===== src/rtl/core/rrc_ram.sv =====
// rrc_ram: generic single write port, single read port ram with registered read
// depends on nothing
module rrc_ram #(
  parameter int WIDTH = 8,
  parameter int DEPTH = 256,
  localparam int AW = (DEPTH > 1) ? $clog2(DEPTH) : 1
) (
  input  logic             clk,
  input  logic             we,
  input  logic [AW-1:0]    waddr,
  input  logic [WIDTH-1:0] wdata,
  input  logic             re,
  input  logic [AW-1:0]    raddr,
  output logic [WIDTH-1:0] rdata
);

  logic [WIDTH-1:0] mem [DEPTH];
  logic [WIDTH-1:0] rdata_r;

  always_ff @(posedge clk) begin
    if (we) begin
      mem[waddr] <= wdata;
    end
    if (re) begin
      rdata_r <= mem[raddr];
    end
  end

  assign rdata = rdata_r;

endmodule


===== config.mk =====
export PLATFORM = sky130hd
export DESIGN_NAME = rrc_ram
export DESIGN_NICKNAME = d
export VERILOG_FILES = /design/src/rtl/core/rrc_ram.sv
export SDC_FILE = /design/constraint.sdc
export NUM_CORES = 2
export LEC_CHECK = 0
export BUFFER_PORTS_ARGS = -buffer_cell sky130_fd_sc_hd__buf_4
export CELL_PAD_IN_SITES_DETAIL_PLACEMENT = 1
export CELL_PAD_IN_SITES_GLOBAL_PLACEMENT = 1
export CORE_MARGIN = 1.5
export CORE_UTILIZATION = 50
export DETAILED_ROUTE_END_ITERATION = 10
export PLACE_DENSITY = 0.8
export SLEW_MARGIN = 10
export SYNTH_ARGS = -nofsm -noshare
export SYNTH_HDL_FRONTEND = slang
export SYNTH_SLANG_ARGS = --single-unit

===== constraint.sdc =====
create_clock -name clk -period 4 [get_ports clk]
set_input_delay 0.2 -clock clk [delete_from_list [all_inputs] [get_ports clk]]
set_output_delay 0.2 -clock clk [all_outputs]
set_load 0.005 [all_outputs]

Word level (Yosys, flattened, before mapping) --
Memories as Yosys holds them, arrays and structs flattened. A register that Yosys moved wholly into a read port is not among the register bits. Cells that the tools add are included.
Storage, ports and cells: register bits after elaboration 0, bits in writable memories 2048, input bits 27, output and inout port bits 8, word-level logic and storage cells 3, memories 1
Operators by class: mux-type cells 2
Memories:
- mem | words 256, width 8, read ports 1, clocked after Yosys merged registers in 1, wr ports 1, RTL line 17 | logic [WIDTH-1:0] mem [DEPTH];
Operators by type and width (count):
- 1-bit 2-to-1 mux | 2

Depth between registers and ports, before layout --
word-level depth 2, mapped depth 11, depth with buffers taken out 6

Worst setup path before layout --
Ideal clock, no wire load.
path kind input to register, start input raddr[0], end register rdata_r[2], in the netlist rdata[2], read port of mem (data pin), setup time 0.269 ns, arrival 2.007 ns, required time 3.731 ns, slack 1.724 ns, cell stages on the path 9, buffers on the path 4, cells stage by stage buf_6 > buf_12 > buf_8 > buf_2 > mux4_2 > a22oi_1 > a21oi_1 > nor4_1 > nor4_2
RTL lines:
- start, declared | RTL line 13 | input logic [AW-1:0] raddr,
- end, declared | RTL line 18 | logic [WIDTH-1:0] rdata_r;

==> results.yml <==
place:
  placed_area_um2: 83000
  io_buffers: 34
  dp.cells: 5804
  dp_hpwl_um: 134000
  place.gp.congestion: 0.848
final_layout:
  multi_input_area_um2: 16500
  layout-drive-gt1-share_pct: 23.5
  layout_common_cells: "2056 x edfxtp_1, 454 x mux4_2, 279 x nor2_1"
  synthToLayoutAreaGrowth_pct: 11.7
  layout_commonest_cell: "edfxtp_1"
  num-nets-final: 3953
  seqCellArea_um2: 61700
  fin_area_um2: 89000
  layout.cells.non_filler: 6163
  final_util_pct: 56.2
  fillCellCount: 13400
cts:
  cts_root_buffer: "clkbuf_16"
  cts_made_buffers: 190
  postCtsHoldBufs: 2
  clock_path_buffers: 3
  tritoncts: "done"
  cts_setup_buffers: 0
  clock-sinks: 2056
  clk_pin_slew_worst_paths_ns: 0.07
  insertion_delay_ns: 0.85
  post_cts_resized: 0
  cts_max_level: 4
grt:
  grt_pass1_wl_um: 323000
  grt_max_degree: 147
  antenna_found_initial: 8
  grt.overflow.total: 0
  grt_pass1_vias: 43300
  gr-usage-all-layers_pct: 28.1
floorplanning:
  rows: 146
  initial_utilization_pct: 50.3
  ioPinCount: 35
  die_area_um2: 162000
  core-area_um2: 158000
  die_h_um: 402
  die_w_um: 402
critical_path:
  start_kind: "register"
  worstPathArrival_ns: 3.78
  worstPathMaxFanout: 1
  ff2ff_path_depth: 6
  crit_type: "register to register"
  reg2reg_slack_ns: 0.74
  required_ns: 4.53
  setup.worst_path.end_class: "register"
  r2r_start: "mem[66][1]$_DFFE_PP_"
  r2r-end: "rdata[1]$_DFFE_PP_"
timing:
  rsz0062_at_grt: "no"
  maxSlewViolCount: 0
  max_freq_mhz: 307
  min_period_ns: 3.26
  fin_skew_ns: 0.0429
  slew_headroom_pct: 0.822
  worstMarginPinSlew_ns: 1.47
  period_share_pct: 81.4
  setup_viol: 0
  hold_viol_final: 5
  timing.hold.ws_ns: -0.00390
synth:
  syn_avg_cell_area_um2: 21.3
  async_reset_ff_share_pct: 0
  synthCells: 3733
  synth_edf_count: 2056
  synth_area_um2: 79600
  synth_seq_cells: 2056
  syn_nets: 3760
  synth_ff_type: "edfxtp_1"
  ys_types: 54
  ys_warn_count: 0
  synth-seq-area-share_pct: 77.5
drt:
  drc: 0
  vias: 41400
  ant_nets: 0
  drtIter0Drc: 6218
  drt-total-wl_um: 226000
  wl_per_cell_um: 36.7
  firstDrtPassIters: 8
  via_per_inst: 6.73
power_and_ir_drop:
  total_power_mw: 44.0
  power_density_nw_per_um2: 494
  power.leakage_nw: 27.5
  ir_drop_uv: 470
outcome:
  status: "finished, violations left"
  failed_checks: "negative hold slack, max-capacitance violations"
worst_hold_path:
  min-delay-start: "wdata[0]"
  hold_path_class: "primary input to register"
  hold_path_end: "mem[231][0]$_DFFE_PP_"
  whs_path_depth: 1
flow_run:
  cap_violations: 1
worst max-delay path, stage by stage (launching register included):
cell	delay, ns
edfxtp_1	0.39
mux4_2	0.53
mux4_2	0.53
nor2b_1	0.21
nor4_1	0.95
buf_4	0.26
nor4_1	0.06
state kept, by name (all words and copies together) (netlist names):
| name | cells |
|---|---|
| rdata | 8 |
| mem | 2048 |
cells in the mapped netlist (all sizes together) (2+ instances only):
cell	n	area [um2]
o22a	5	43.8
a21oi	96	480
nand3b	2	15.0
nand3	34	170
nor2b	31	194
a211oi	16	120
and3b	2	17.5
a22oi	133	998
nor3	22	110
nand2	33	124
buf	122	1030
nand4	10	62.6
nor4	27	188
nand2b	8	50.1
edfxtp	2056	61700
o211ai	10	75.1
o221ai	47	418
a221oi	14	129
o32ai	5	51.3
a311oi	2	17.5
and2	6	37.5
o21ai	12	60.1
o22ai	28	175
or2	4	25.0
a2111oi	5	52.6
clkbuf	111	417
a22o	8	70.1
mux4	456	10300
mux2i	134	1340
a31oi	2	12.5
nor2	282	1060
how the worst max path moves through the flow:
stage / startpoint / endpoint / slack (ns) / cells past startpoint
finish: mem[66][1]$_DFFE_PP_ / rdata[1]$_DFFE_PP_ / 0.74 / 6
detailed placement: raddr[0] / rdata[1]$_DFFE_PP_ / -0.02 / 11
CTS: mem[66][1]$_DFFE_PP_ / rdata[1]$_DFFE_PP_ / 0.85 / 6
global placement: raddr[0] / rdata[1]$_DFFE_PP_ / 0.1 / 11
floorplan: raddr[0] / rdata[2]$_DFFE_PP_ / 1.72 / 9
global route: mem[82][5]$_DFFE_PP_ / rdata[5]$_DFFE_PP_ / 0.77 / 7
kinds of logic (layout without fill, tap and decap cells):
logic type	count (synthesis)	after routing	share of synthesized area, %
AOI/OAI and AO/OA	385	385	3.42
buffers and inverters	235	584	1.83
DFF	2056	2056	77.5
muxes	591	591	14.6
other	0	9	0
and+or+nand+nor	466	466	2.63
routing by layer:
metal  vias up  GRT usage, %  part of all wire [%]
met5         -             0                 0.021
met4         8          12.3                   4.5
met3       564          6.24                    11
met2      3026          45.4                    49
met1     21800          37.1                    35
li1      16100             -                     -
stage by stage:
step	hold slack [ns]	setup TNS [ns]	setup WS (ns)
floorplan	0.299	0	1.72
global placement	0.619	0	0.0972
detailed placement	0.620	-0.0186	-0.0186
CTS	0.0633	0	0.848
global route	0.0716	0	0.774
finish	-0.00390	0	0.743
cell type report:
| class | count | area share [%] |
|---|---|---|
| clock inverter | 106 | 1.05 |
| timing repair buffer | 234 | 2.43 |
| clock buffer | 242 | 5.66 |
| inverter | 2 | 0.00844 |
| sequential | 2056 | 69.4 |
| antenna | 9 | 0.0253 |
| tap | 2072 | 2.91 |
| multi-input combinational | 1442 | 18.5 |
power by group:
group | internal, mW | total, mW | switching, mW | leakage, nW
Combinational | 0.773 | 2.30 | 1.52 | 6.09
Clock | 9.81 | 17.9 | 8.06 | 2.91
Sequential | 23.8 | 23.8 | 0.0468 | 18.5
Total | 34.3 | 44.0 | 9.63 | 27.5
Note: power is estimated with default switching activity, not from simulation.
