## src/rtl/core/rrc_pkg.sv

```systemverilog
// rrc_pkg: shared types, codes and constants of the rectangle raster canvas
// depends on nothing; imported by every module of the block but rrc_ram
package rrc_pkg;

  // default configuration of the block
  localparam int DEFAULT_MAX_SIDE  = 512;
  localparam int DEFAULT_FRAC_BITS = 8;

  // configuration port
  localparam int CFG_IDX_W = 2;
  localparam int CFG_DATA_W = 10;
  localparam logic [CFG_IDX_W-1:0] CFG_CANVAS_WIDTH    = 2'd0;
  localparam logic [CFG_IDX_W-1:0] CFG_CANVAS_HEIGHT   = 2'd1;
  localparam logic [CFG_IDX_W-1:0] CFG_BACKGROUND_CHAR = 2'd2;
  localparam logic [9:0] RESET_CANVAS_WIDTH  = 10'd300;
  localparam logic [9:0] RESET_CANVAS_HEIGHT = 10'd300;
  localparam logic [7:0] RESET_BACKGROUND    = 8'd32;

  // command codes
  localparam logic [1:0] FUNC_CLEAR = 2'd0;
  localparam logic [1:0] FUNC_DRAW  = 2'd1;
  localparam logic [1:0] FUNC_READ  = 2'd2;

  // shape codes
  localparam logic [7:0] SHAPE_OUTLINE = 8'h72;  // 'r'
  localparam logic [7:0] SHAPE_FILLED  = 8'h52;  // 'R'

  // result status codes
  localparam logic [1:0] ST_OK        = 2'd0;
  localparam logic [1:0] ST_DRAW_FAIL = 2'd1;
  localparam logic [1:0] ST_READ_OUT  = 2'd2;

  // depth of the command queue between front and back
  localparam int QUEUE_DEPTH = 2;

  typedef struct packed {
    logic [1:0]         func;
    logic [7:0]         shape_code;
    logic signed [19:0] rect_left;
    logic signed [19:0] rect_top;
    logic [18:0]        rect_span_x;
    logic [18:0]        rect_span_y;
    logic [7:0]         paint_char;
    logic [8:0]         cell_column;
    logic [8:0]         cell_row;
  } rrc_in_t;

  typedef struct packed {
    logic [7:0] cell_value;
    logic [1:0] status;
    logic       error_seen;
  } rrc_out_t;

  // work handed from the front to the back
  typedef enum logic [1:0] {
    OP_REPLY,  // answer at once, no canvas access
    OP_FILL,   // sweep the active area with the background byte
    OP_DRAW,   // sweep the active area and paint covered cells
    OP_READ    // fetch one cell
  } rrc_op_t;

  typedef struct packed {
    rrc_op_t            op;
    logic [1:0]         status;
    logic               error_seen;
    logic               outline;
    logic [7:0]         paint_char;
    logic signed [19:0] rect_left;
    logic signed [19:0] rect_top;
    logic [18:0]        rect_span_x;
    logic [18:0]        rect_span_y;
    logic [8:0]         cell_column;
    logic [8:0]         cell_row;
  } rrc_cmd_t;

endpackage

```

## src/rtl/core/rrc_fifo.sv

```systemverilog
// rrc_fifo: short command queue between front and back
// depends on rrc_pkg (rrc_cmd_t, QUEUE_DEPTH)
module rrc_fifo (
  input  logic              clk,
  input  logic              rst_n,
  input  logic              push,
  input  rrc_pkg::rrc_cmd_t push_cmd,
  input  logic              pop,
  output rrc_pkg::rrc_cmd_t head,
  output logic              empty,
  output logic              full
);
  import rrc_pkg::*;

  localparam int PW = (QUEUE_DEPTH > 1) ? $clog2(QUEUE_DEPTH) : 1;
  localparam int CW = $clog2(QUEUE_DEPTH + 1);

  rrc_cmd_t        slot_r [QUEUE_DEPTH];
  logic [PW-1:0]   wr_ptr_r, wr_ptr_nxt;
  logic [PW-1:0]   rd_ptr_r, rd_ptr_nxt;
  logic [CW-1:0]   count_r, count_nxt;
  logic            do_push, do_pop;

  assign empty   = (count_r == '0);
  assign full    = (count_r == CW'(QUEUE_DEPTH));
  assign do_push = push && !full;
  assign do_pop  = pop && !empty;
  assign head    = slot_r[rd_ptr_r];

  always_comb begin
    wr_ptr_nxt = wr_ptr_r;
    rd_ptr_nxt = rd_ptr_r;
    count_nxt  = count_r;
    if (do_push) begin
      wr_ptr_nxt = (wr_ptr_r == PW'(QUEUE_DEPTH - 1)) ? '0 : wr_ptr_r + PW'(1);
    end
    if (do_pop) begin
      rd_ptr_nxt = (rd_ptr_r == PW'(QUEUE_DEPTH - 1)) ? '0 : rd_ptr_r + PW'(1);
    end
    if (do_push && !do_pop) begin
      count_nxt = count_r + CW'(1);
    end else if (do_pop && !do_push) begin
      count_nxt = count_r - CW'(1);
    end
  end

  always_ff @(posedge clk) begin
    if (!rst_n) begin
      wr_ptr_r <= '0;
      rd_ptr_r <= '0;
      count_r  <= '0;
    end else begin
      wr_ptr_r <= wr_ptr_nxt;
      rd_ptr_r <= rd_ptr_nxt;
      count_r  <= count_nxt;
    end
    if (do_push) begin
      slot_r[wr_ptr_r] <= push_cmd;
    end
  end

endmodule

```

## config.mk

```make
export PLATFORM = sky130hd
export DESIGN_NAME = rrc_fifo
export DESIGN_NICKNAME = d
export VERILOG_FILES = /design/src/rtl/core/rrc_pkg.sv /design/src/rtl/core/rrc_fifo.sv
export SDC_FILE = /design/constraint.sdc
export NUM_CORES = 1
export LEC_CHECK = 0
export ABC_AREA = 1
export BUFFER_PORTS_ARGS = -buffer_cell sky130_fd_sc_hd__buf_2
export CAP_MARGIN = 20
export CORE_MARGIN = 2
export CORE_UTILIZATION = 30
export DETAILED_ROUTE_END_ITERATION = 6
export PLACE_DENSITY = 0.54
export SETUP_SLACK_MARGIN = 0.15
export SLEW_MARGIN = 20
export SYNTH_ARGS = -nofsm -noshare
export SYNTH_HDL_FRONTEND = slang
export SYNTH_SLANG_ARGS = --single-unit
```

## constraint.sdc

```tcl
create_clock -name clk -period 6.2 [get_ports clk]
set_input_delay 0.62 -clock clk [delete_from_list [all_inputs] [get_ports clk]]
set_output_delay 0.62 -clock clk [all_outputs]
set_load 0.01 [all_outputs]
```

Word-level counts from Yosys, hierarchy flattened:

Memory sizes are Yosys's and may differ from the RTL's. A register that Yosys moved wholly into a read port is not among the register bits.
Cells that the tools add are included.

* memory bits (writable): 220
* output and inout bits: 112
* bits in registers: 4
* word-level logic and storage cells: 27
* bits of input ports: 114
* memories: 1

Memories
* slot_r: depth 2, width 110, read ports 1, clocked after Yosys merged registers in 1, write ports 1, RTL line rrc_fifo.sv:18 `rrc_cmd_t slot_r [QUEUE_DEPTH];`

* equal/unequal tests: 1
* reductions and logical operators: 10
* add/sub/neg operators: 4
* mux-type cells: 8

Operators with widths (count)
* two-way mux 1 bit: 6
* logical AND 1 bit: 4
* zero test 1 bit: 4
* two-way mux 2 bit: 2
* adder 1 bit (second input constant): 2
* adder 2 x 1 -> 2 bit (second input constant): 1
* equality test 2 bit (second input constant): 1
* zero test 2 bit: 1
* nonzero test 2 bit: 1
* subtractor 2 x 1 -> 2 bit (second input constant): 1

Depth between registers and ports, before layout:

* depth after elaboration: 7
* depth in mapped cells: 10
* mapped depth without buffers: 10

Worst setup path after synthesis:

Ideal clock, no wire load.

* path kind: input to register
* from: input push
* to: memory slot_r[0][0] (netlist bit), enable pin
* stages: 2
* data arrival time: 5.300 ns
* slack: 0.320 ns
* cells stage by stage: o21ai_1 -> nor2_1

* word-level cells in the longest chain between the ends: 3

Ends and longest elaborated chain
* start, declared: RTL line rrc_fifo.sv:6 `input logic push,`
* logical AND 1 bit: RTL line rrc_fifo.sv:26 `assign do_push = push && !full;`
* two-way mux 1 bit: RTL line rrc_fifo.sv:57 `if (do_push) begin`
* two-way mux 1 bit (not written as such): RTL line rrc_fifo.sv:58 `slot_r[wr_ptr_r] <= push_cmd;`
* end, declared: RTL line rrc_fifo.sv:18

No other way between the ends.

==> qor.txt <==
Via density - 4.34
Status - finished clean
Iteration-0 DRC Markers - 230
Num rows - 60
Worst path arrival time - 2.70 ns
Top post-synthesis cells by area - edfxtp_1, mux2_2, buf_6
Die area - 28700 µm²
Nets - 740
Synth Instances - 380
Worst reg2reg endpoint - slot_r[1][88]$_DFFE_PP_
Overflow after GRT - 0
Root Buffer - clkbuf_16
Setup_tns - 0 ns
Core area - 27000 µm²
Vias in the first global route - 4530
GP Congestion - 0.686
Final period util - 0.535
Layout area overhead - 27.1%
Least-Margin Pin Slew - 0.805 ns
Leakage - 3.86 nW
Syn_area_per_cell - 21.6 µm²
Fin. Hold Viols - 0
Yosys top cell by area - edfxtp_1
DRC - 0
Worst hold start - push_cmd[14]
Pin count of the biggest net entering global routing - 60
Final ANT Viol Nets - 0
Min-delay worst type - primary input to flip-flop
CP required - 5.58 ns
Max Cap Viol - 0
Total number of vias - 4268
Peak VDD IR - 0.210 mV
Clock slew at reported path FFs - 0.06 ns
Global-route wire length before repair - 24.2 mm
Yosys Warn Count - 0
Clk Latency, worst-skew pair - 0.50 ns
Worst-path fanout max - 58
Initial antenna violation count - 2
Reg2Reg Depth - 4
Clock Sink Count - 225
Die Ht - 169 µm
Relative slew slack - 0.463
Total power - 4.21 mW
CTS Buf Count - 25
Setup crit start kind - flip-flop
Pre-Repair DR Iteration Count - 4
Hpwl dp - 10.9 mm
Slew Limit Fails - 0
Cts hold-fix bufs - 0
Port bufs - 225
Initial Utilization - 0.305
Syn Nets - 495
Setup violations, final - 0
Post-Syn Area - 8220 µm²
Fmax - 0.301 GHz
Clock Tree Buf Depth - 3
H-tree Lvls - 1
GRT Overall Usage - 0.109
Tmin final - 3.32 ns
RR Startpoint - count_r[0]$_SDFFE_PN0P_
RSZ-0062 raised after global routing - false
Share of cells above drive strength 1 - 0.588
Chip Width - 169 µm
Avg WL per Cell - 16.6 µm
Most frequent cells in the layout - buf_2, edfxtp_1, mux2_2
I/O pin count - 226
Kind of critical path - flip-flop to output port
Cell area power density - 403 nW/µm²
Share of the synthesized area in the top cell type - 0.804
Post-CTS Setup Inserts - 0
R2r setup slk - 3.68 ns
Commonest non-fill, non-tap cell in the layout - buf_2
PostCTS Resize Cnt - 0
Hold Path Depth - 1
Drt total wl - 16.3 mm
Sequential cell area fraction in the yosys report - 0.816
Unique masters post-synth - 14
Worst Hold End - slot_r[0][14]$_DFFE_PP_
CTS tree - yes
Crit path capture type - output port
Clock Skew - 0.00726 ns
Flops & latches, synth - 225
-- worst max-delay path by stage --
stage / slack [ns] / endpoint / depth (start not counted)
finish: 2.88 / head[108] / 3
global placement: 3.38 / head[108] / 3
global route: 2.68 / head[88] / 3
detailed placement: 3.33 / head[88] / 3
CTS: 2.79 / head[88] / 3
floorplan: 0.32 / slot_r[0][0]$_DFFE_PP_ / 2
-- synthesized netlist by cell type --
cell / n
a21oi_1: 1
ha_1: 1
nor2_1: 11
dfxtp_1: 5
nand3_1: 1
o21ai_1: 1
inv_1: 9
edfxtp_1: 220
buf_2: 1
o21ai_0: 2
mux2_2: 110
nand4_1: 1
buf_6: 11
nand2_1: 6
-- power breakdown --
part	internal [mW]	total [mW]	switching (mW)
sequential	1.93	2.01	0.0852
combinational	0.393	0.867	0.474
clock	0.778	1.33	0.552
-- kinds of logic after synthesis --
family / after synthesis / share of synthesized area
and+or+nand+nor: 19 / 0.00914
adders and majority gates: 1 / 0.00152
AOI/OAI and AO/OA: 4 / 0.00244
buffers and inverters: 21 / 0.0198
DFF: 225 / 0.816
muxes: 110 / 0.151
-- stage by stage --
stage                     utilization  std cells  instance area, µm²  hold WS [ns]  setup slack [ns]
final                           0.387        984               10400         0.306              2.88
after global routing            0.387        983               10400         0.281              2.68
after CTS                       0.387        982               10400         0.278              2.79
after detailed placement        0.360        939                9700         0.486              3.33
after global placement          0.360        939                9700         0.482              3.38
after floorplan                     -        380                8220         0.467             0.320
-- state kept, by name, summed over array words and instances, names as in the netlist, named ones only --
signal / count
slot_r: 220
count_r: 2
rd_ptr_r: 1
wr_ptr_r: 1
-- final cells by class --
class / count / area, µm²
clock buffers: 30 / 644
repair buffers: 230 / 1160
multi-input cells: 134 / 1360
diodes: 2 / 5.00
flip-flops and latches: 225 / 6710
clock inverters: 13 / 93.8
inverters: 9 / 33.8
fillers: 2483 / 16500
well taps: 341 / 427
-- worst max-delay path, stage by stage, from the launching register on --
cell	delay [ns]
dfxtp_4	0.82
buf_4	0.73
mux2_2	0.43
buf_2	0.15
-- metal layers --
metal | up-vias | share of wire | GRT usage
met5 | - | 0 | 0
met4 | 0 | 0.038 | 0.0461
met3 | 34 | 0.063 | 0.0282
met2 | 156 | 0.49 | 0.187
met1 | 2099 | 0.40 | 0.130
li1 | 1979 | - | -
Power figures use the tool's default switching activity.
