File: src/rtl/core/rrc_pkg.sv
// rrc_pkg: shared types, codes and constants of the rectangle raster canvas
// depends on nothing; imported by every module of the block but rrc_ram
package rrc_pkg;

  // default configuration of the block
  localparam int DEFAULT_MAX_SIDE  = 512;
  localparam int DEFAULT_FRAC_BITS = 8;

  // configuration port
  localparam int CFG_IDX_W = 2;
  localparam int CFG_DATA_W = 10;
  localparam logic [CFG_IDX_W-1:0] CFG_CANVAS_WIDTH    = 2'd0;
  localparam logic [CFG_IDX_W-1:0] CFG_CANVAS_HEIGHT   = 2'd1;
  localparam logic [CFG_IDX_W-1:0] CFG_BACKGROUND_CHAR = 2'd2;
  localparam logic [9:0] RESET_CANVAS_WIDTH  = 10'd300;
  localparam logic [9:0] RESET_CANVAS_HEIGHT = 10'd300;
  localparam logic [7:0] RESET_BACKGROUND    = 8'd32;

  // command codes
  localparam logic [1:0] FUNC_CLEAR = 2'd0;
  localparam logic [1:0] FUNC_DRAW  = 2'd1;
  localparam logic [1:0] FUNC_READ  = 2'd2;

  // shape codes
  localparam logic [7:0] SHAPE_OUTLINE = 8'h72;  // 'r'
  localparam logic [7:0] SHAPE_FILLED  = 8'h52;  // 'R'

  // result status codes
  localparam logic [1:0] ST_OK        = 2'd0;
  localparam logic [1:0] ST_DRAW_FAIL = 2'd1;
  localparam logic [1:0] ST_READ_OUT  = 2'd2;

  // depth of the command queue between front and back
  localparam int QUEUE_DEPTH = 2;

  typedef struct packed {
    logic [1:0]         func;
    logic [7:0]         shape_code;
    logic signed [19:0] rect_left;
    logic signed [19:0] rect_top;
    logic [18:0]        rect_span_x;
    logic [18:0]        rect_span_y;
    logic [7:0]         paint_char;
    logic [8:0]         cell_column;
    logic [8:0]         cell_row;
  } rrc_in_t;

  typedef struct packed {
    logic [7:0] cell_value;
    logic [1:0] status;
    logic       error_seen;
  } rrc_out_t;

  // work handed from the front to the back
  typedef enum logic [1:0] {
    OP_REPLY,  // answer at once, no canvas access
    OP_FILL,   // sweep the active area with the background byte
    OP_DRAW,   // sweep the active area and paint covered cells
    OP_READ    // fetch one cell
  } rrc_op_t;

  typedef struct packed {
    rrc_op_t            op;
    logic [1:0]         status;
    logic               error_seen;
    logic               outline;
    logic [7:0]         paint_char;
    logic signed [19:0] rect_left;
    logic signed [19:0] rect_top;
    logic [18:0]        rect_span_x;
    logic [18:0]        rect_span_y;
    logic [8:0]         cell_column;
    logic [8:0]         cell_row;
  } rrc_cmd_t;

endpackage

File: src/rtl/core/rrc_front.sv
// rrc_front: accepts commands, checks them and tracks the sticky draw error
// depends on rrc_pkg (rrc_in_t, rrc_cmd_t, codes)
module rrc_front #(
  parameter int MAX_SIDE = rrc_pkg::DEFAULT_MAX_SIDE,
  localparam int CNT_W = $clog2(MAX_SIDE + 1)
) (
  input  logic              clk,
  input  logic              rst_n,
  input  logic              start,
  input  rrc_pkg::rrc_in_t  in_item,
  input  logic [CNT_W-1:0]  act_w,
  input  logic [CNT_W-1:0]  act_h,
  input  logic              q_full,
  output logic              q_push,
  output rrc_pkg::rrc_cmd_t q_cmd
);
  import rrc_pkg::*;

  logic draw_failed_r, draw_failed_nxt;
  logic shape_ok, read_out;

  assign q_push   = start && !q_full;
  assign shape_ok = (in_item.shape_code == SHAPE_OUTLINE) ||
                    (in_item.shape_code == SHAPE_FILLED);
  assign read_out = (32'(in_item.cell_column) >= 32'(act_w)) ||
                    (32'(in_item.cell_row) >= 32'(act_h));

  always_comb begin
    draw_failed_nxt      = draw_failed_r;
    q_cmd.op             = OP_REPLY;
    q_cmd.status         = ST_OK;
    q_cmd.outline        = (in_item.shape_code == SHAPE_OUTLINE);
    q_cmd.paint_char     = in_item.paint_char;
    q_cmd.rect_left      = in_item.rect_left;
    q_cmd.rect_top       = in_item.rect_top;
    q_cmd.rect_span_x    = in_item.rect_span_x;
    q_cmd.rect_span_y    = in_item.rect_span_y;
    q_cmd.cell_column    = in_item.cell_column;
    q_cmd.cell_row       = in_item.cell_row;
    unique case (in_item.func)
      FUNC_CLEAR: begin
        q_cmd.op        = OP_FILL;
        draw_failed_nxt = 1'b0;
      end
      FUNC_DRAW: begin
        if (draw_failed_r) begin
          q_cmd.status = ST_DRAW_FAIL;
        end else if (!shape_ok || in_item.rect_span_x == '0 ||
                     in_item.rect_span_y == '0) begin
          q_cmd.status    = ST_DRAW_FAIL;
          draw_failed_nxt = 1'b1;
        end else begin
          q_cmd.op = OP_DRAW;
        end
      end
      FUNC_READ: begin
        if (read_out) begin
          q_cmd.status = ST_READ_OUT;
        end else begin
          q_cmd.op = OP_READ;
        end
      end
      default: begin
        // unused code: plain ok answer
        q_cmd.op = OP_REPLY;
      end
    endcase
    q_cmd.error_seen = draw_failed_nxt;
  end

  always_ff @(posedge clk) begin
    if (!rst_n) begin
      draw_failed_r <= 1'b0;
    end else if (q_push) begin
      draw_failed_r <= draw_failed_nxt;
    end
  end

endmodule

File: config.mk
export PLATFORM = sky130hd
export DESIGN_NAME = rrc_front
export DESIGN_NICKNAME = d
export VERILOG_FILES = /design/src/rtl/core/rrc_pkg.sv /design/src/rtl/core/rrc_front.sv
export SDC_FILE = /design/constraint.sdc
export NUM_CORES = 1
export LEC_CHECK = 0
export BUFFER_PORTS_ARGS = -buffer_cell sky130_fd_sc_hd__buf_2
export CAP_MARGIN = 10
export CORE_AREA = 2 2 95 97
export DETAILED_ROUTE_END_ITERATION = 10
export DIE_AREA = 0 0 97 99
export PLACE_DENSITY_LB_ADDON = 0.1
export SLEW_MARGIN = 20
export SYNTH_ARGS = -nofsm -noshare
export SYNTH_HDL_FRONTEND = slang
export SYNTH_SLANG_ARGS = --single-unit
File: constraint.sdc
create_clock -name clk -period 1.88 [get_ports clk]
set_clock_uncertainty 0.1 [all_clocks]
set_input_delay 0 -clock clk [delete_from_list [all_inputs] [get_ports clk]]
set_output_delay 0 -clock clk [all_outputs]
set_load 0.01 [all_outputs]
# Yosys cells after proc, flatten, opt, wreduce, memory -nomap -nowiden
# Cells that the tools add are included.
totals:
  inputBits: 138
  ff_bits: 1
  output_inout_bits: 111
  wordCells: 28
op_classes:
  n_reduce_logical: 10
  mux: 11
  n_eq_ne: 4
  magnitude_cmp: 2
ops:
  columns: ["cell", "count"]
  rows:
  - ["logical NOT 19 bit", 2]
  - ["greater-or-equal comparator 9 x 10 -> 1 bit", 2]
  - ["== test 8 x 7 -> 1 bit, second input constant", 2]
  - ["two-way mux 2 bit", 4]
  - ["case mux 2 bit (3 select lines)", 1]
  - ["logical OR 1 bit", 4]
  - ["two-way mux 1 bit", 4]
  - ["case mux 2 bit (2 select lines)", 1]
  - ["== test 2 x 1 -> 1 bit, second input constant", 1]
  - ["== test 2 bit, second input constant", 1]
  - ["logical NOT 1 bit", 2]
  - ["logical NOT 2 bit", 1]
  - ["case mux 1 bit (2 select lines)", 1]
  - ["logical AND 1 bit", 1]

# Logic depth before layout (Yosys ltp)
# Gate-level depths: netlist of the first run.
depth:
  word_depth: 8
  mapped_depth: 7
  depth_no_buf: 7

# Least setup slack after synthesis of the first run
# OpenSTA, ideal clock, no wires.
synth_path:
  path_type: "input to output"
  start: "in in_item[9] in the netlist's numbering"
  end: "out q_cmd[109] in the netlist's numbering"
  slack_ps: 478
  arrival_ps: 1302
  stages: 7
  t_required_ps: 1780
  n_path_buf: 0
  cell_sequence: "inv_1 > ha_1 > nand2b_1 > a211o_1 > a21oi_1 > o211ai_1 > o32ai_1"
synth_lines:
  columns: ["element", "line", "source"]
  rows:
  - ["start, declared", "rrc_front.sv:10", "input rrc_pkg::rrc_in_t in_item,"]
  - ["end, declared", "rrc_front.sv:15", "output rrc_pkg::rrc_cmd_t q_cmd"]

==> results of run 1 <==
## metal layers
| layer | up-vias | track usage [%] | wire [um] |
|---|---|---|---|
| met4 | 0 | 0 | 0 |
| met3 | 0 | 0.780 | 421 |
| met5 | - | 0 | 0 |
| met1 | 645 | 8.00 | 1520 |
| met2 | 112 | 18.9 | 2820 |
| li1 | 775 | - | - |
## worst max-delay path by stage
stage	from	cells after the start	slack (ps)	endpoint
6_report	in_item[9]	9	190	q_cmd[109]
5_1_grt	in_item[9]	9	4	q_cmd[109]
4_1_cts	in_item[9]	9	80	q_cmd[109]
3_5_place_dp	in_item[9]	9	100	q_cmd[109]
3_3_place_gp	in_item[9]	9	190	q_cmd[109]
2_1_floorplan	in_item[9]	7	480	q_cmd[109]
## through the flow
step / power [mW] / cell area (um2) / worst slack [ps] / std cells / hold WS (ps)
2_1_floorplan: 0.344 / 1540 / 478 / 206 / -49.9
3_3_place_gp: 0.352 / 1640 / 193 / 361 / -99.9
3_5_place_dp: 0.348 / 1640 / 97.6 / 361 / -99.9
4_1_cts: 0.466 / 2120 / 79.7 / 409 / 100
5_1_grt: 0.504 / 2120 / 4.01 / 409 / 104
6_report: 0.460 / 2120 / 187 / 409 / 99.1
## cell families (layout without fill, tap and decap cells)
family          count (synthesis)  count (layout)  share of synthesized area (%)
compound gates                 21              21                           10.0
fa+ha+maj                      22              22                           17.9
buf+inv                       128             223                           57.0
flops                           1               1                           1.30
simple gates                   34              34                           13.8
## layout make-up
class / instances / area (um2) / share of cell area (%)
timing repair buffer: 200 / 1240 / 58.5
multi-input combinational: 77 / 641 / 30.2
tap: 108 / 135 / 6.36
inverter: 23 / 86.3 / 4.07
sequential: 1 / 20.0 / 0.943
## power by group through the flow
stage	Clock, mW	Combinational [mW]	Sequential [mW]
2_1_floorplan	0	0.322	0.0228
3_3_place_gp	0	0.329	0.0230
6_report	0	0.437	0.0230
3_5_place_dp	0	0.325	0.0230
4_1_cts	0	0.443	0.0230
5_1_grt	0	0.481	0.0231
## worst max-delay path, delay by kind of cell
family,cells,cell delay [ps]
AND/OR/NAND/NOR,1,150
buffers and inverters,3,310
AO/OA/AOI/OAI,4,860
adder cells (fa/ha/maj),1,270
## repair_timing
item                                   4_1_cts  5_1_grt
endpoints found under the hold margin       48        0
resized for setup                            0        0
hold buffers                                48        0
## cell usage in the layout (no fill, tap or decap), drive strengths merged, types with 4 or more instances in the layout
master / n
a21oi: 5
and3: 4
buf: 152
dlygate4sd3: 48
ha: 22
inv: 23
nand2b: 4
nor2: 4
nor4: 9
==> flow_summary.ini, run 1 <==
[synth]
yosys_warnings = 0
synth_cell_type_count = 30
synth_seq_cells = 1
syn_area_per_cell_um2 = 7.45
syn_area_um2 = 1540
synth-async-reset-ratio_pct = 0
synth_area_leaders = buf_4 51%, ha_1 18%, inv_1 5.6%
synth_cells = 206
yosysTopAreaCell = buf_4
synth_commonest_cells = 105 x buf_4, 23 x inv_1, 22 x ha_1, 8 x nor4_1, 5 x a21oi_1
synth_nets = 366
netlist.area_leader.share_pct = 51.3
synth_edf_count = 0
yosysMostFrequentCell = buf_4
ys_seq_area_share_pct = 1.30
synth_ff_type = dfxtp_1

[sta]
layout_min_cycle_time_ps = 1690
grt_setup_unrepaired = false
fmax_ghz = 0.591
tightest_slew_ps = 369
setup_tns_ps = 0
post-route-period-util_pct = 90.1
slew_violations = 0
hold_violations = 0
relSlewSlack_pct = 75.1
setup_viol = 0

[global_route]
grt.total_usage_pct = 8.19
grt_max_degree = 6
grt_pass1_wl_um = 6580
grt_pass1_vias = 1446
gr-total-overflow = 0
antenna_found_initial = 0

[worst_hold_path]
min_from = in_item[52]
hold_path_class = input pin to output port
hold_depth = 2
hold_end = q_cmd[44]

[pwr]
pwr-share-seq_pct = 5.0
pwr_density_cell_nw_per_um2 = 217
combPwrFrac_pct = 95.0
clockPowerShare_pct = 0
leakage_nw = 1.23
intPower_mw = 0.254
p_sw_mw = 0.206
switching_share_pct = 44.8
peakVddDrop_v = 0.000102

[floorplanning]
io_pins = 249
start_util_pct = 18.0
rows = 34
dieArea_um2 = 9600
die_y_um = 99
die_w_um = 97
core-area_um2 = 8550

[setup_path]
crit_type = input pin to output port
cpPeakStageDelay_ps = 290
cp_common_cell = buf_2
end_kind = output port
arrival_ps = 1590
reg2reg_to = draw_failed_r
crit_required_ps = 1780
ff2ff_path_depth = 2
crit_slowest_cell = a211o_1
cp-start-kind = input pin
reg2reg_slack_ps = 1120
cp_cell_sequence = buf_2, inv_1, ha_1, nand2b_1, a211o_1, a21oi_1, o211ai_1, o32ai_1, buf_2
rr_startpoint = draw_failed_r
crit_fanout = 3

[routing]
dr.pass1.iters = 3
vias = 1532
vias_per_cell = 3.75
drcViolationCount = 0
drt_iter0_markers = 7
ant_nets = 0
wl_per_cell_um = 11.7
routed_wl_um = 4770

[layout]
fin_util_pct = 24.8
diodes = 0
largest_register = draw_failed_r
layout-drive-gt1-share_pct = 51.5
fin_nets = 463
nFillCells = 956
top_regs = draw_failed_r: 1 flops
largest_register_ffs = 1
syn2layout_area_growth_pct = 38.3

[status]
status = completed

[job]
drv_cap = 0

[placement]
portBuffers = 152
place_hpwl_um = 4080
place.gp.congestion = 0.710

[clock_tree]
post_cts_buffers = 0
insertion_delay_ps = 0
Power figures use the tool's default switching activity.
==> inputs of run 2 (changes only) <==
--- a/config.mk
+++ b/config.mk
@@ -10,7 +10,7 @@
 export CORE_AREA = 2 2 95 97
 export DETAILED_ROUTE_END_ITERATION = 10
 export DIE_AREA = 0 0 97 99
-export PLACE_DENSITY_LB_ADDON = 0.1
+export PLACE_DENSITY_LB_ADDON = 0.2
 export SLEW_MARGIN = 20
 export SYNTH_ARGS = -nofsm -noshare
 export SYNTH_HDL_FRONTEND = slang
==> flow_summary.ini, run 2 (synthesized netlist as in run 1, its figures left out) <==
[global_route]
gr-total-overflow = 0
grt_pass1_vias = 1500
grt-busiest-layer = met2
grt_pass1_wl_um = 6620
use_met2_pct = 17.9
use_met1_pct = 8.29
use_met3_pct = 0.922
grt.total_usage_pct = 8.07
antenna_found_initial = 1
grt_max_degree = 6

[routing]
routed_wl_um = 4740
vias_per_cell = 3.81
wl_per_cell_um = 11.6
dr.pass1.iters = 4
drt_iter0_markers = 18
vias = 1564
ant_nets = 0
drcViolationCount = 0

[sta]
post-route-period-util_pct = 90.2
layout_min_cycle_time_ps = 1700
grt_setup_unrepaired = false
hold_violations = 0
slew_violations = 0
setup_tns_ps = 0
tightest_slew_ps = 407
fmax_ghz = 0.590
relSlewSlack_pct = 72.6
setup_viol = 0

[status]
status = completed

[job]
drv_cap = 0

[floorplanning]
rows = 34
die_w_um = 97
core-area_um2 = 8550
start_util_pct = 18.0
dieArea_um2 = 9600
die_y_um = 99
io_pins = 249

[layout]
layout-drive-gt1-share_pct = 51.8
top_regs = draw_failed_r: 1 flops
fin_nets = 463
largest_register_ffs = 1
final_cells = 410
syn2layout_area_growth_pct = 38.8
layout_commonest_cell = buf_2
layout_common_cells = 152 x buf_2, 48 x dlygate4sd3_1, 23 x inv_1, 22 x ha_1, 8 x nor4_1
largest_register = draw_failed_r

[setup_path]
arrival_ps = 1600
cp_common_cell = buf_2
cpPeakStageDelay_ps = 290
cp_cell_sequence = buf_2, inv_1, ha_1, nand2b_1, a211o_1, a21oi_1, o211ai_1, o32ai_1, buf_2
crit_required_ps = 1780
crit_slowest_cell = a211o_1
crit_type = input pin to output port
crit_family = compound AO/OA/AOI/OAI gates
reg2reg_slack_ps = 1120
end_kind = output port
crit_fanout = 3
cp-start-kind = input pin
critPathBufInv = 3

[pwr]
pwr_density_cell_nw_per_um2 = 217
peakVddDrop_v = 0.000106
leakage_nw = 1.23

[placement]
portBuffers = 152
place.gp.congestion = 0.735
place_hpwl_um = 4160
placedCellCount = 361

[clock_tree]
insertion_delay_ps = 0
post_cts_buffers = 0

[worst_hold_path]
hold_path_class = input pin to output port
==> run 2: cell count changes in the layout (fill, tap and decap cells not counted) <==
cell     delta
diode_2     +1
o31ai_1     -1
o31ai_2     +1
==> run 2: stage by stage <==
step                      cell area, um2  hold WS (ps)  worst slack (ps)  power, mW  utilization [%]
after floorplan                     1540         -49.9               478      0.344                -
after global placement              1640         -99.9               161      0.350             19.2
after detailed placement            1640         -99.9               102      0.350             19.2
after CTS                           2120           101               101      0.467             24.8
after global routing                2130           105              22.9      0.505             24.9
final                               2130          99.0               184      0.462             24.9
==> run 2: where the power goes <==
part	internal [mW]	switching, mW
Combinational	0.232	0.207
Sequential	0.0225	0.000485
Clock	0.00000142	0
Total	0.255	0.207
==> run 2: final cells by class <==
class                   instances  area (um2)
fillers                       960        6420
inverters                      23        86.3
multi-input cells              77         646
flip-flops and latches          1        20.0
repair buffers                200        1240
diodes                          1        2.50
well taps                     108         135
==> run 2: path summary, 6_finish.rpt <==
check                start            end  cells past startpoint
min             in_item[0]       q_cmd[0]                      2
min reg2reg  draw_failed_r  draw_failed_r                      2
max             in_item[9]     q_cmd[109]                      9
max reg2reg  draw_failed_r  draw_failed_r                      2
==> run 2: what timing repair did <==
action	in CTS	in global routing
setup endpoints to repair	0	1
resized for setup	0	1
hold buffers	48	0
endpoints found under the hold margin	48	0
==> run 2: metal layers <==
metal,wire [um],vias to the layer above,part of all wire [%]
li1,-,779,-
met1,1580,671,33
met2,2740,112,58
met3,410,2,8.6
met4,12,0,0.25
met5,0,-,0
==> run 2: worst reg2reg max path, cell delays in order, from the launching register on <==
cell	delay (ps)
dfxtp_1	300
o311ai_0	80
o21ai_0	140
