### src/rtl/core/rrc_pkg.sv
// rrc_pkg: shared types, codes and constants of the rectangle raster canvas
// depends on nothing; imported by every module of the block but rrc_ram
package rrc_pkg;

  // default configuration of the block
  localparam int DEFAULT_MAX_SIDE  = 512;
  localparam int DEFAULT_FRAC_BITS = 8;

  // configuration port
  localparam int CFG_IDX_W = 2;
  localparam int CFG_DATA_W = 10;
  localparam logic [CFG_IDX_W-1:0] CFG_CANVAS_WIDTH    = 2'd0;
  localparam logic [CFG_IDX_W-1:0] CFG_CANVAS_HEIGHT   = 2'd1;
  localparam logic [CFG_IDX_W-1:0] CFG_BACKGROUND_CHAR = 2'd2;
  localparam logic [9:0] RESET_CANVAS_WIDTH  = 10'd300;
  localparam logic [9:0] RESET_CANVAS_HEIGHT = 10'd300;
  localparam logic [7:0] RESET_BACKGROUND    = 8'd32;

  // command codes
  localparam logic [1:0] FUNC_CLEAR = 2'd0;
  localparam logic [1:0] FUNC_DRAW  = 2'd1;
  localparam logic [1:0] FUNC_READ  = 2'd2;

  // shape codes
  localparam logic [7:0] SHAPE_OUTLINE = 8'h72;  // 'r'
  localparam logic [7:0] SHAPE_FILLED  = 8'h52;  // 'R'

  // result status codes
  localparam logic [1:0] ST_OK        = 2'd0;
  localparam logic [1:0] ST_DRAW_FAIL = 2'd1;
  localparam logic [1:0] ST_READ_OUT  = 2'd2;

  // depth of the command queue between front and back
  localparam int QUEUE_DEPTH = 2;

  typedef struct packed {
    logic [1:0]         func;
    logic [7:0]         shape_code;
    logic signed [19:0] rect_left;
    logic signed [19:0] rect_top;
    logic [18:0]        rect_span_x;
    logic [18:0]        rect_span_y;
    logic [7:0]         paint_char;
    logic [8:0]         cell_column;
    logic [8:0]         cell_row;
  } rrc_in_t;

  typedef struct packed {
    logic [7:0] cell_value;
    logic [1:0] status;
    logic       error_seen;
  } rrc_out_t;

  // work handed from the front to the back
  typedef enum logic [1:0] {
    OP_REPLY,  // answer at once, no canvas access
    OP_FILL,   // sweep the active area with the background byte
    OP_DRAW,   // sweep the active area and paint covered cells
    OP_READ    // fetch one cell
  } rrc_op_t;

  typedef struct packed {
    rrc_op_t            op;
    logic [1:0]         status;
    logic               error_seen;
    logic               outline;
    logic [7:0]         paint_char;
    logic signed [19:0] rect_left;
    logic signed [19:0] rect_top;
    logic [18:0]        rect_span_x;
    logic [18:0]        rect_span_y;
    logic [8:0]         cell_column;
    logic [8:0]         cell_row;
  } rrc_cmd_t;

endpackage

### src/rtl/core/rrc_back.sv
// rrc_back: carries out queued commands: cell sweeps, reads and replies
// depends on rrc_pkg (rrc_cmd_t, rrc_out_t, codes)
module rrc_back #(
  parameter int MAX_SIDE  = rrc_pkg::DEFAULT_MAX_SIDE,
  parameter int FRAC_BITS = rrc_pkg::DEFAULT_FRAC_BITS,
  localparam int CNT_W = $clog2(MAX_SIDE + 1),
  localparam int AW    = (MAX_SIDE > 1) ? $clog2(MAX_SIDE * MAX_SIDE) : 1
) (
  input  logic              clk,
  input  logic              rst_n,
  input  logic [CNT_W-1:0]  act_w,
  input  logic [CNT_W-1:0]  act_h,
  input  logic [7:0]        bg_char,
  input  rrc_pkg::rrc_cmd_t q_head,
  input  logic              q_empty,
  output logic              q_pop,
  output logic              ram_we,
  output logic [AW-1:0]     ram_waddr,
  output logic [7:0]        ram_wdata,
  output logic              ram_re,
  output logic [AW-1:0]     ram_raddr,
  input  logic [7:0]        ram_rdata,
  output logic              out_valid,
  output rrc_pkg::rrc_out_t out_item
);
  import rrc_pkg::*;

  localparam int SIDE_W = (MAX_SIDE > 1) ? $clog2(MAX_SIDE) : 1;
  localparam int CW_A   = SIDE_W + FRAC_BITS + 2;
  localparam int CW     = (CW_A > 23) ? CW_A : 23;

  typedef enum logic [1:0] {S_IDLE, S_WALK, S_READ} state_t;

  state_t               state_r, state_nxt;
  logic [SIDE_W-1:0]    x_r, x_nxt;
  logic [SIDE_W-1:0]    y_r, y_nxt;
  logic [AW-1:0]        base_r, base_nxt;
  logic                 fill_r, fill_nxt;
  logic                 outline_r, outline_nxt;
  logic [7:0]           paint_r, paint_nxt;
  logic [1:0]           stat_r, stat_nxt;
  logic                 err_r, err_nxt;
  logic signed [CW-1:0] l_r, l_nxt, r_r, r_nxt, l1_r, l1_nxt, r1_r, r1_nxt;
  logic signed [CW-1:0] t_r, t_nxt, b_r, b_nxt, t1_r, t1_nxt, b1_r, b1_nxt;
  logic                 out_valid_r, out_valid_nxt;
  rrc_out_t             out_item_r, out_item_nxt;

  logic signed [CW-1:0] one_c, px, py, hl, ht;
  logic                 in_x, in_y, edge_x, edge_y, paint, last_x, last_y;
  logic [31:0]          rd_lin;

  assign one_c = CW'(1) << FRAC_BITS;
  assign px    = signed'(CW'(x_r) << FRAC_BITS);
  assign py    = signed'(CW'(y_r) << FRAC_BITS);
  assign hl    = CW'(signed'(q_head.rect_left));
  assign ht    = CW'(signed'(q_head.rect_top));

  // cell against the rectangle, each axis on its own
  assign in_x   = (px >= l_r) && (px <= r_r);
  assign in_y   = (py >= t_r) && (py <= b_r);
  assign edge_x = (px < l1_r) || (px > r1_r);
  assign edge_y = (py < t1_r) || (py > b1_r);
  assign paint  = fill_r || (in_x && in_y && (!outline_r || edge_x || edge_y));
  assign last_x = (CNT_W'(x_r) == act_w - CNT_W'(1));
  assign last_y = (CNT_W'(y_r) == act_h - CNT_W'(1));

  assign rd_lin    = 32'(q_head.cell_row) * 32'(MAX_SIDE) + 32'(q_head.cell_column);
  assign ram_raddr = rd_lin[AW-1:0];
  assign ram_waddr = base_r + AW'(x_r);
  assign ram_wdata = paint_r;

  always_comb begin
    state_nxt     = state_r;
    x_nxt         = x_r;
    y_nxt         = y_r;
    base_nxt      = base_r;
    fill_nxt      = fill_r;
    outline_nxt   = outline_r;
    paint_nxt     = paint_r;
    stat_nxt      = stat_r;
    err_nxt       = err_r;
    l_nxt         = l_r;
    r_nxt         = r_r;
    l1_nxt        = l1_r;
    r1_nxt        = r1_r;
    t_nxt         = t_r;
    b_nxt         = b_r;
    t1_nxt        = t1_r;
    b1_nxt        = b1_r;
    out_valid_nxt = 1'b0;
    out_item_nxt  = out_item_r;
    q_pop         = 1'b0;
    ram_we        = 1'b0;
    ram_re        = 1'b0;
    unique case (state_r)
      S_IDLE: begin
        if (!q_empty) begin
          q_pop    = 1'b1;
          stat_nxt = q_head.status;
          err_nxt  = q_head.error_seen;
          unique case (q_head.op)
            OP_READ: begin
              ram_re    = 1'b1;
              state_nxt = S_READ;
            end
            OP_FILL, OP_DRAW: begin
              if (act_w == '0 || act_h == '0) begin
                out_valid_nxt = 1'b1;
                out_item_nxt  = '{cell_value: 8'd0, status: q_head.status,
                                  error_seen: q_head.error_seen};
              end else begin
                fill_nxt    = (q_head.op == OP_FILL);
                outline_nxt = q_head.outline;
                paint_nxt   = (q_head.op == OP_FILL) ? bg_char : q_head.paint_char;
                l_nxt       = hl;
                r_nxt       = hl + CW'(q_head.rect_span_x);
                l1_nxt      = hl + one_c;
                r1_nxt      = hl + CW'(q_head.rect_span_x) - one_c;
                t_nxt       = ht;
                b_nxt       = ht + CW'(q_head.rect_span_y);
                t1_nxt      = ht + one_c;
                b1_nxt      = ht + CW'(q_head.rect_span_y) - one_c;
                x_nxt       = '0;
                y_nxt       = '0;
                base_nxt    = '0;
                state_nxt   = S_WALK;
              end
            end
            default: begin
              out_valid_nxt = 1'b1;
              out_item_nxt  = '{cell_value: 8'd0, status: q_head.status,
                                error_seen: q_head.error_seen};
            end
          endcase
        end
      end
      S_WALK: begin
        ram_we = paint;
        if (last_x) begin
          x_nxt = '0;
          if (last_y) begin
            y_nxt         = '0;
            base_nxt      = '0;
            out_valid_nxt = 1'b1;
            out_item_nxt  = '{cell_value: 8'd0, status: stat_r, error_seen: err_r};
            state_nxt     = S_IDLE;
          end else begin
            y_nxt    = y_r + SIDE_W'(1);
            base_nxt = base_r + AW'(MAX_SIDE);
          end
        end else begin
          x_nxt = x_r + SIDE_W'(1);
        end
      end
      S_READ: begin
        out_valid_nxt = 1'b1;
        out_item_nxt  = '{cell_value: ram_rdata, status: stat_r, error_seen: err_r};
        state_nxt     = S_IDLE;
      end
      default: begin
        state_nxt = S_IDLE;
      end
    endcase
  end

  always_ff @(posedge clk) begin
    if (!rst_n) begin
      state_r     <= S_IDLE;
      x_r         <= '0;
      y_r         <= '0;
      base_r      <= '0;
      out_valid_r <= 1'b0;
    end else begin
      state_r     <= state_nxt;
      x_r         <= x_nxt;
      y_r         <= y_nxt;
      base_r      <= base_nxt;
      out_valid_r <= out_valid_nxt;
    end
    fill_r     <= fill_nxt;
    outline_r  <= outline_nxt;
    paint_r    <= paint_nxt;
    stat_r     <= stat_nxt;
    err_r      <= err_nxt;
    l_r        <= l_nxt;
    r_r        <= r_nxt;
    l1_r       <= l1_nxt;
    r1_r       <= r1_nxt;
    t_r        <= t_nxt;
    b_r        <= b_nxt;
    t1_r       <= t1_nxt;
    b1_r       <= b1_nxt;
    out_item_r <= out_item_nxt;
  end

  assign out_valid = out_valid_r;
  assign out_item  = out_item_r;

endmodule

### config.mk
export PLATFORM = sky130hd
export DESIGN_NAME = rrc_back
export DESIGN_NICKNAME = d
export VERILOG_FILES = /design/src/rtl/core/rrc_pkg.sv /design/src/rtl/core/rrc_back.sv
export SDC_FILE = /design/constraint.sdc
export NUM_CORES = 1
export LEC_CHECK = 0
export BUFFER_PORTS_ARGS = -buffer_cell sky130_fd_sc_hd__buf_2
export CAP_MARGIN = 15
export CORE_ASPECT_RATIO = 1.5
export CORE_MARGIN = 4
export CORE_UTILIZATION = 30
export CTS_CLUSTER_DIAMETER = 150
export CTS_CLUSTER_SIZE = 16
export DETAILED_ROUTE_END_ITERATION = 10
export MAX_ROUTING_LAYER = met4
export PLACE_DENSITY_LB_ADDON = 0.12
export SYNTH_ARGS = -nofsm -noshare
export SYNTH_HDL_FRONTEND = slang
export SYNTH_SLANG_ARGS = --single-unit
export TNS_END_PERCENT = 100
### constraint.sdc
create_clock -name clk -period 16.76 [get_ports clk]
set_clock_uncertainty 0.2 [all_clocks]
set_input_delay 1.676 -clock clk [delete_from_list [all_inputs] [get_ports clk]]
set_output_delay 1.676 -clock clk [all_outputs]
set_load 0.01 [all_outputs]
* Word-level counts from Yosys, hierarchy flattened
Cells that the tools add are included.
Storage, ports and cells: register bits 237, output and inout bits 59, logic and storage cells 122
Cells by class: $add $sub $neg 13, $lt $le $gt $ge 8, eq/ne operators 16, mux-type cells 39, bitwise logic cells 2, reduce and logical (&&, ||, !) cells 23
Operator list (number):
- 18-bit 2-to-1 mux | 5
- 9-bit 2-to-1 mux | 6
- 18-bit by 23-bit greater-than comparator with 1-bit output | 2
- 18-bit by 23-bit less-than comparator with 1-bit output | 2
- 11-bit 2-to-1 mux | 4
- 21-bit by 10-bit subtractor with 22-bit output (second input constant) | 2
- 20-bit by 10-bit adder with 21-bit output (second input constant) | 2
- 20-bit by 20-bit adder with 21-bit output | 2
- 18-bit by 21-bit less-or-equal comparator with 1-bit output | 2
- 18-bit by 20-bit greater-or-equal comparator with 1-bit output | 2
- 18-bit by 9-bit adder with 18-bit output | 2
- 18-bit case mux with 2 select lines | 1
- 9-bit case mux with 2 select lines | 2
- 11-bit case mux with 3 select lines | 1
- 11-bit case mux with 2 select lines | 1
- 9-bit by 10-bit == test with 1-bit output | 2
- 10-bit zero test | 2
- 10-bit by 1-bit subtractor with 10-bit output (second input constant) | 2
- 18-bit by 10-bit adder with 18-bit output (second input constant) | 1
- 9-bit by 1-bit adder with 9-bit output (second input constant) | 2
- 1-bit 2-to-1 mux | 10
- 2-bit inequality test (second input constant) | 5
- 5-bit AND reduction | 2
- 2-bit 2-to-1 mux | 4
- 20 further kinds | 35

* Longest topological paths before layout
word-level depth 7, gate-level depth with buffers 14, mapped depth without buffers 14

* Least setup slack after synthesis
OpenSTA, ideal clock, no wires.
path kind input to register, from input act_h[0], to register y_r[7], library setup time 0.114 ns, arrival 17.284 ns, data required time 16.446 ns, path slack -0.838 ns, stages on the path 12, path buffers 2, path through inv_1 > ha_1 > or4b_1 > clkbuf_1 > nor3_1 > nor4_1 > a21o_1 > a21boi_4 > nor2b_2 > nor2_1 > buf_4 > nor2_1
On the way: cells in the longest elaborated chain, start to end 5, elaborated cells on any way between the ends 9, those cells by class add/sub: 1; eq/ne: 2; mux: 3; reduce/logical: 3
RTL lines:
- start, declared | RTL line rrc_back.sv:12 | input logic [CNT_W-1:0] act_h,
- 10-bit by 1-bit subtractor with 10-bit output | RTL line rrc_back.sv:65 | assign last_y = (CNT_W'(y_r) == act_h - CNT_W'(1));
- 9-bit by 10-bit == test with 1-bit output | RTL line rrc_back.sv:65
- 9-bit 2-to-1 mux | RTL line rrc_back.sv:141 | if (last_y) begin
- 9-bit 2-to-1 mux | RTL line rrc_back.sv:139 | if (last_x) begin
- 9-bit case mux with 2 select lines | RTL line rrc_back.sv:95 | unique case (state_r)
- end signal, assigned | RTL line rrc_back.sv:176 | y_r <= y_nxt;
- end, declared | RTL line rrc_back.sv:36 | logic [SIDE_W-1:0] y_r, y_nxt;
Several ways; a longest one is shown, not always the timed one. The select of a mux whose other input is x is not followed. A chain may end at the register's enable or synchronous reset.

* Worst setup path after layout
from register l_r[2], to output ram_we
On the way: cells in the longest elaborated chain, start to end 6
RTL lines:
- start, declared | RTL line rrc_back.sv:43 | logic signed [CW-1:0] l_r, l_nxt, r_r, r_nxt, l1_r, l1_nxt, r1_r, r1_nxt;
- start signal, assigned | RTL line rrc_back.sv:185 | l_r <= l_nxt;
- 18-bit by 20-bit greater-or-equal comparator with 1-bit output | RTL line rrc_back.sv:59 | assign in_x = (px >= l_r) && (px <= r_r);
- 1-bit logical AND | RTL line rrc_back.sv:59
- 1-bit logical AND (2 in a row) | RTL line rrc_back.sv:63 | assign paint = fill_r || (in_x && in_y && (!outline_r || edge_x || edge_y));
- 1-bit logical OR | RTL line rrc_back.sv:63
- 1-bit 2-to-1 mux | RTL line rrc_back.sv:95
- end, declared | RTL line rrc_back.sv:17 | output logic ram_we,
No other way between the ends.

==> flow_summary.toml <==
[clock_network]
cts-root-buf = "clkbuf_16"
cts.reportedPaths.clkPinSlew_ps = 70
clock-sinks = 190
cts_max_path_buffers = 2
cts_hold_buffers = 0
clock_latency_ps = 440
cts_resized = 0
htree_levels = 4
cts_made_buffers = 17
cts_tree = "yes"
cts_setup_buffers = 0

[pwr]
power_density_nw_per_um2 = 94.0
p_leak_uw = 0.00597
power.switching_uw = 383
irDropWorstVdd_mv = 0.0515
power_frac_comb_pct = 21.8
swShare_pct = 29.5
intPower_uw = 917
clkPwrFrac_pct = 31.3
seq_power_share_pct = 46.8

[routing]
routed_wl_um = 31300
wl_per_cell_um = 17.3
drc = 0
detailedRoute.firstPassIterationCount = 4
via_per_inst = 4.89
antenna_left = 0
vias = 8836
drtIter0Drc = 413

[setup_path]
end_kind = "output port"
cp-start-kind = "flip-flop"
cpMaxStageDelayCell = "or4_1"
reg2reg_depth = 9
critical_path_class = "flip-flop to output port"
critPathMaxStageDelay_ps = 600
arrival_ps = 3500
crit_path_cell_trace = "or4_1 -> nor2_1 -> a31o_1 -> a21oi_1 -> or3_1 -> a211o_1 -> a211oi_1 -> nor2_1 -> nor4_1 -> buf_2"
worst-endpoint-required_ps = 14880
path_max_fanout = 2
crit_top_cell = "nor2_1"

[floorplanning]
die_h_um = 253
fp.coreArea_um2 = 39400
rows = 89
die_w_um = 171
dieArea_um2 = 43300
io_pins = 208
start_util_pct = 30.4

[yosys]
ys_types = 69
ys_ff_latch = 190
synth_edf_count = 160
synth_cells = 1149
ys.flop_type = "edfxtp_1"
ys_top_cells_by_area = "edfxtp_1 40%, ha_1 13%, dfxtp_1 5.0%, xnor2_1 4.6%, inv_1 3.8%"
synth_top_area_share_pct = 40.0
ys_async_sr_fraction_pct = 0
synthesis.nets = 1425
seq_area_frac_synth_pct = 45.0
synthTopCellsByCount = "160 x edfxtp_1, 125 x ha_1, 123 x inv_1"
syn-cell-area_um2 = 12000
synth_top_area_cell = "edfxtp_1"
yosysWarnings = 0
avgSynthCellArea_um2 = 10.4
synth.most_common_cell = "edfxtp_1"

[cells_and_area]
num-fill-cells = 4068
syn_to_final_growth_pct = 15.3
antenna_cells = 0
post-route-cell-area_um2 = 13800
multi_input_area_um2 = 5890
ff_latch_area_um2 = 5410
fin_cells = 1808
drive_gt1_share_pct = 17.3
finalNetCount = 1571

[sta]
rsz0062_at_grt = "false"
max_freq_ghz = 0.186
relSlewSlack_pct = 43.0
slew_violations = 0
tightest_slew_ps = 856
finalCritPeriodShare_pct = 32.1
hold_viol_final = 0
setup_viol = 0
period_minus_slack_ps = 5370
whs_ps = 302
layout_setup_ws_ps = 11390
tns_ps = 0

[placed_design]
placed_area_um2 = 13300
place_inst = 1776
dp_slack_ps = 11370
dp_hpwl_um = 24600
gp_congestion = 0.834
numPortBuffers = 171

[grt]
gr-total-overflow = 0
grt_usage_pct = 14.9
antenna_found_initial = 0
grt_max_degree = 147
grt_pass1_vias = 8982
grt_pass1_wl_um = 48700

[run_status]
status = "finished clean"

[worst_hold_path]
hold_class = "flip-flop to flip-flop"
min_path_cells = 2

[run]
drv_cap = 0
[final timing paths]
kind	start	end	slack [ps]
max	l_r[2]$_DFFE_PP_	ram_we	11390
min	state_r[0]$_SDFFE_PN0P_	state_r[0]$_SDFFE_PN0P_	300
max reg2reg	x_r[8]$_SDFFE_PN0P_	base_r[13]$_SDFFE_PN0P_	13430
min reg2reg	state_r[0]$_SDFFE_PN0P_	state_r[0]$_SDFFE_PN0P_	300
[cell type report]
class | count | area share, %
tap | 500 | 4.52
inverter | 123 | 3.34
sequential | 190 | 39.0
multi-input combinational | 789 | 42.5
clock inverter | 12 | 0.994
timing repair buffer | 174 | 6.44
clock buffer | 20 | 3.15
[state kept, by name, summed over array words and instances (netlist names), 11 cells and up]
register and flops:
t_r 20, r_r 21, t1_r 13, out_item 11, l1_r 13, l_r 20, b1_r 14, r1_r 14
b_r 21
[kinds of logic (layout without fill, tap and decap cells)]
kind of cell,count (synthesis),after routing,synth area share (%)
AND/OR/NAND/NOR,315,315,13.8
AO/OA/AOI/OAI,220,220,12.2
flip-flops,190,190,45.0
buffers and inverters,170,329,6.06
adder cells (fa/ha/maj),127,127,13.4
XOR/XNOR,112,112,8.17
multiplexers,15,15,1.36
[stage by stage]
stage,power (uW),utilization (%)
global route,1380,35.1
finish,1300,35.1
detailed placement,911,33.7
global placement,909,33.7
CTS,1320,35.1
floorplan,824,-
[worst max-delay path, delay by kind of cell (launching register included)]
family          cells  cell delay (ps)
compound gates      4              880
flops               1              350
simple gates        5             1610
buf+inv             1              220
[power groups by stage]
| stage | clock network (uW) | registers, uW | logic [uW] |
|---|---|---|---|
| 4_1_cts | 422 | 611 | 292 |
| 3_3_place_gp | 0 | 621 | 288 |
| 5_1_grt | 442 | 615 | 322 |
| 6_report | 407 | 609 | 284 |
| 3_5_place_dp | 0 | 621 | 290 |
| 2_1_floorplan | 0 | 630 | 194 |
[metal layers]
metal	part of all wire, %	vias up	track usage [%]
li1	-	4436	-
met1	40	4208	15.7
met2	55	159	28.0
met3	3.0	33	2.44
met4	2.3	0	4.85
met5	0	-	-
[cell usage in the layout, fill, tap and decap left out, types with 5 or more instances in the layout]
cell       count
nand2_1       55
o221ai_1       5
xnor2_1       63
o21a_1         6
or4_1          6
buf_2        171
edfxtp_1     160
a21o_1        26
nor4_1        15
nor3_1        24
ha_1         125
a21oi_1       63
o21ai_0       38
a31oi_1        6
o22ai_1        6
or3_1          9
a221o_1        5
nand3_1       39
clkbuf_16     17
a211oi_1      12
nor2_1        65
o21bai_1       5
dfxtp_1       30
mux2i_1        5
nand3b_1       5
inv_1        123
and2_1        14
nand2b_1      11
xor2_1        49
and3_1        22
o211ai_1       9
mux2_2        10
nand4_1       20
nor2b_1        9
Note: power is estimated with default switching activity, not from simulation.
